### src/rtl/adeg_pkg.sv
// Package of the delay echo block: types, codes and constants
`timescale 1ns / 1ps

package adeg_pkg;

	// Store depth in samples by default
	localparam int DEF_BUFFER_DEPTH = 16384;

	// Sample width and saturation limits
	localparam int SAMPLE_W = 16;
	localparam logic signed [SAMPLE_W-1:0] SAT_MAX = 16'sh7FFF;
	localparam logic signed [SAMPLE_W-1:0] SAT_MIN = 16'sh8000;

	// Feedback scaling: divide by 32768 toward zero
	localparam int FB_SHIFT = 15;
	localparam int FB_BIAS = 32767;

	// Width of the signed target arithmetic, enough for any allowed depth
	localparam int TGT_W = 19;

	// Configuration index width
	localparam int CFG_IDX_W = 3;

	typedef enum logic [1:0] {
		MODE_OFF,
		MODE_PLAIN,
		MODE_FEEDBACK,
		MODE_GLITCH
	} mode_t;

	typedef enum logic [CFG_IDX_W-1:0] {
		CFG_MODE,
		CFG_TARGET,
		CFG_GAIN,
		CFG_PERIOD,
		CFG_OFFSET
	} cfg_idx_t;

	typedef struct packed {
		mode_t               mode;
		logic [13:0]         target_delay;
		logic [15:0]         feedback_gain;
		logic [15:0]         glide_period;
		logic signed [15:0]  glitch_offset;
	} cfg_t;

endpackage

### src/rtl/adeg_cfg.sv
// Configuration register file of the delay echo block
`timescale 1ns / 1ps

module adeg_cfg
	import adeg_pkg::*;
(
	input  logic                 clk,
	input  logic                 arst_n,
	input  logic                 cfg_valid,
	output logic                 cfg_ready,
	input  logic [CFG_IDX_W-1:0] cfg_index,
	input  logic [15:0]          cfg_data,
	output cfg_t                 cfg
);

	cfg_t cfg_q;

	// Writes are taken every cycle
	assign cfg_ready = 1'b1;
	assign cfg      = cfg_q;

	// Decode the index and load the register; unknown indexes drop
	always_ff @(posedge clk or negedge arst_n) begin
		if (!arst_n) begin
			cfg_q.mode          <= MODE_OFF;
			cfg_q.target_delay  <= '0;
			cfg_q.feedback_gain <= '0;
			cfg_q.glide_period  <= 16'd1;
			cfg_q.glitch_offset <= '0;
		end else if (cfg_valid && cfg_ready) begin
			case (cfg_index)
				CFG_MODE:   cfg_q.mode          <= mode_t'(cfg_data[1:0]);
				CFG_TARGET: cfg_q.target_delay  <= cfg_data[13:0];
				CFG_GAIN:   cfg_q.feedback_gain <= cfg_data;
				CFG_PERIOD: cfg_q.glide_period  <= cfg_data;
				CFG_OFFSET: cfg_q.glitch_offset <= $signed(cfg_data);
				default: begin
				end
			endcase
		end
	end

endmodule

### config.mk
export PLATFORM = sky130hd
export DESIGN_NAME = adeg_cfg
export DESIGN_NICKNAME = d
export VERILOG_FILES = /design/src/rtl/adeg_pkg.sv /design/src/rtl/adeg_cfg.sv
export SDC_FILE = /design/constraint.sdc
export NUM_CORES = 1
export LEC_CHECK = 0
export ABC_AREA = 1
export BUFFER_PORTS_ARGS = -buffer_cell sky130_fd_sc_hd__buf_2
export CAP_MARGIN = 20
export CORE_UTILIZATION = 50
export CTS_CLUSTER_DIAMETER = 200
export CTS_CLUSTER_SIZE = 8
export DETAILED_ROUTE_END_ITERATION = 7
export GPL_ROUTABILITY_DRIVEN = 1
export GPL_TIMING_DRIVEN = 1
export HOLD_SLACK_MARGIN = 0.15
export PLACE_DENSITY = 0.79
export SYNTH_ARGS = -nofsm -noshare
export SYNTH_HDL_FRONTEND = slang
export SYNTH_SLANG_ARGS = --single-unit
### constraint.sdc
create_clock -name clk -period 0.8 [get_ports clk]
set_input_delay 0.04 -clock clk [delete_from_list [all_inputs] [get_ports clk]]
set_output_delay 0.04 -clock clk [all_outputs]
set_load 0.05 [all_outputs]
== Word level (Yosys, flattened, before mapping) ==
Index checks and enable logic that the tools add are counted.
Storage, ports and cells
  word-level logic and storage cells: 15
  register bits: 64
  input port bits: 22
  output and inout port bits: 65
Operators by class
  eq/ne operators: 4
  reductions and logical operators: 6
Operators by type and width (number)
  $reduce_and 2->1: 5
  $eq 3x2->1 const B: 2
  $eq 3x1->1 const B: 1
  $eq 3x3->1 const B: 1
  $logic_not 3->1: 1

== Depth between registers and ports, before layout ==
  depth after elaboration: 2
  depth in mapped cells: 6
  gate-level depth less buffers: 5

== Least setup slack after synthesis ==
OpenSTA, ideal clock, no wires.
  kind: register -> register
  start point: register, netlist name cfg[16]
  end point: register cfg_q, in the netlist cfg[16]
  data required time: 0.740 ns
  library setup time: 0.060 ns
  buffers on the path: 0
  data arrival time: 0.808 ns
  stages on the path, launching flop included: 3
  period minus slack after synthesis: 0.869 ns
  slack: -0.069 ns
  cell sequence: dfstp_2 -> nand2_1 -> nand2_1
RTL lines
  to (decl): RTL line adeg_cfg.sv:16  | cfg_t cfg_q;

== Final worst setup path ==
  start point: register cfg_q, in the netlist cfg[16]
  end point: output port cfg[16] (netlist bit)
RTL lines
  to (decl): RTL line adeg_cfg.sv:13  | output cfg_t cfg
No word-level cell between the ends.

==> summary.txt <==
Global route
  – GR Overflow Total: 0
  – Largest net degree at the start of global routing: 38
  – First-pass GRT wire length: approximately 13000 um
  – All-Layer GR Usage: about 33%
  – Vias in the first global route: 2637
  – Initial antenna violation count: 0

Die
  – Die X: 73.9 um
  – Die Y: approximately 74 um
  – # rows: 25
  – Core Footprint: 4850 sq um
  – I/O Pins: 87
  – Die footprint: 5450 sq um
  – Initial Util: between 50% and 60%

Power
  – Lkg Pwr: around 2.2 nW
  – Peak VDD IR: approximately 2.2 mV
  – Power per cell area: between 2000 and 3000 nW/um^2

Detailed routing
  – Wire per inst: around 18 um
  – Drt first pass iters: 5
  – Vias/cell: 5.36
  – Via Count: 2670
  – DRC Markers: 0
  – Final wirelength: 8800 um
  – Starting DRC count in detailed routing: 391
  – Final ANT Viol Nets: 0

Critical path
  – Slowest cell on crit path: dfstp_2
  – Worst setup EP type: output port
  – Startpoint types: register
  – Setup CP Type: register to output port
  – Crit path max fanout: 2
  – Top delay family on crit path: flip-flops
  – WP data arrival: between 1 and 1.5 ns
  – CP cell instances: buf_8
  – Crit path buf inv count: 1
  – Crit path largest cell delay: about 0.56 ns
  – Critical Path RT: 0.76 ns

Final layout
  – Layout cells sized above 1: between 50% and 60%
  – Fin area: 4260 sq um
  – Final core utilization: a little under 90%
  – Most common cell after layout, fill and taps aside: nand2_1
  – Fin nets: 448
  – Most frequent cells in the layout: nand2_1, buf_6, dfrtp_2
  – Area grow syn2layout: 65.1%
  – Max reg flops: 64
  – N_diodes: 0

Timing
  – Max frequency: between 900 and 1000 MHz
  – Worst Skew: 0 ns
  – Period Utilization, post-route: 136%
  – Setup violations, final: 65
  – Setup Total Neg Slack: -10.65 ns
  – Hold Vio Cnt, Final: 0
  – Final Slew Violations: 0
  – Tmin final: 1.09 ns
  – Final Worst Setup Slack: -0.289 ns
  – RSZ-0062 raised after global routing: true

Placement
  – IO buf count: 85
  – Placer congestion estimate: about 0.78
  – Dpl hpwl: roughly 4500 um
  – DP Area: 3300 sq um

Clocking
  – CTS tree: yes
  – H-tree depth: 3
  – Clk_lat worst skew: between 0.3 and 0.4 ns
  – CTS Buf Count: 9
  – CTS Buffer Depth: 2
  – CTS sink cnt: 64
  – Clock slew at reported path FFs: approximately 0.07 ns
  – CTS Root Cell: clkbuf_8

Logic synthesis
  – Synth area leader: dfrtp_1
  – Sequential-to-total area share from yosys stat: 62.1%
  – Synth top area share: roughly three fifths
  – Post-synthesis sequential element count: between 60 and 70
  – Synth cell types: 13
  – Post-Syn Instances: just under 300
  – Top cells by area, synth: dfrtp_1, nand2_1, nand3_1
  – Syn Area/Cell: 8.90 sq um
  – Mapped cell area: 2580 sq um
  – Synth Net Count: ~310
  – Synth warn: 0

Hold path
  – HP Class: input port to register

Flow run
  – Max Cap Viol: 0

Run status
  – Status: finished, violations left
  – Failing checks: setup timing
## Yosys cell counts (all sizes together)
master,count
nand2,152
inv,6
conb,1
buf,14
dfstp,1
nand3,48
dfrtp,63
nor2,5
## final timing paths
path | start | end | slack, ns | cells after the start
max in group asynchronous | arst_n | cfg[16]$_DFFE_PN1P_ | 0.35 | 3
setup reg to reg | cfg[47]$_DFFE_PN0P_ | cfg[47]$_DFFE_PN0P_ | -0.10 | 4
hold / removal | cfg_index[2] | cfg[39]$_DFFE_PN0P_ | 0.18 | 5
min in group asynchronous | arst_n | cfg[5]$_DFFE_PN0P_ | 0.22 | 3
setup / recovery | cfg[16]$_DFFE_PN1P_ | cfg[16] | -0.29 | 1
hold reg to reg | cfg[16]$_DFFE_PN1P_ | cfg[16]$_DFFE_PN1P_ | 0.49 | 2
## per-stage QoR
step                hold WS [ns]  std cells  setup slack [ns]  total power (W)
floorplan                 -0.256        290           -0.0594          0.00711
global placement          0.0508        447           -0.0813          0.00809
detailed placement        0.0449        447            -0.140          0.00815
CTS                        0.174        489            -0.290           0.0124
global route               0.197        498            -0.316           0.0132
finish                     0.181        498            -0.289           0.0128
## layout make-up
cell class | instances | area, sq um
clock inverters | 6 | 82.6
multi-input cells | 206 | 883
clock buffers | 10 | 138
inverters | 6 | 22.5
fillers | 229 | 586
well taps | 67 | 83.8
repair buffers | 139 | 1370
flip-flops and latches | 64 | 1680
## what timing repair did
item	CTS	global route
buffers inserted	9	9
gates cloned	0	0
endpoints found under the hold margin	128	0
pin swaps	0	2
endpoints found under the setup margin	64	68
hold buffers	17	0
gates resized for setup	131	9
## cell families (layout without fill, tap and decap cells)
group | Yosys count | after routing | synth area share, %
DFF | 64 | 64 | 62.1
buffers and inverters | 20 | 161 | 4.27
and+or+nand+nor | 205 | 205 | 33.5
other | 1 | 1 | 0.145
## where the power goes
group | switching [W] | total, W | internal [W]
clock network | 0.00139 | 0.00321 | 0.00182
registers | 0.000522 | 0.00448 | 0.00396
logic | 0.00323 | 0.00507 | 0.00184
## layer usage
layer  track usage (%)  wire length [um]  part of all wire [%]
met5                 0                 0                     0
met4              15.2               252                   2.9
met3              9.88               737                   8.4
met2              54.2              4510                    51
met1              39.0              3300                    37
No activity file was read; power rests on OpenSTA's default activity.
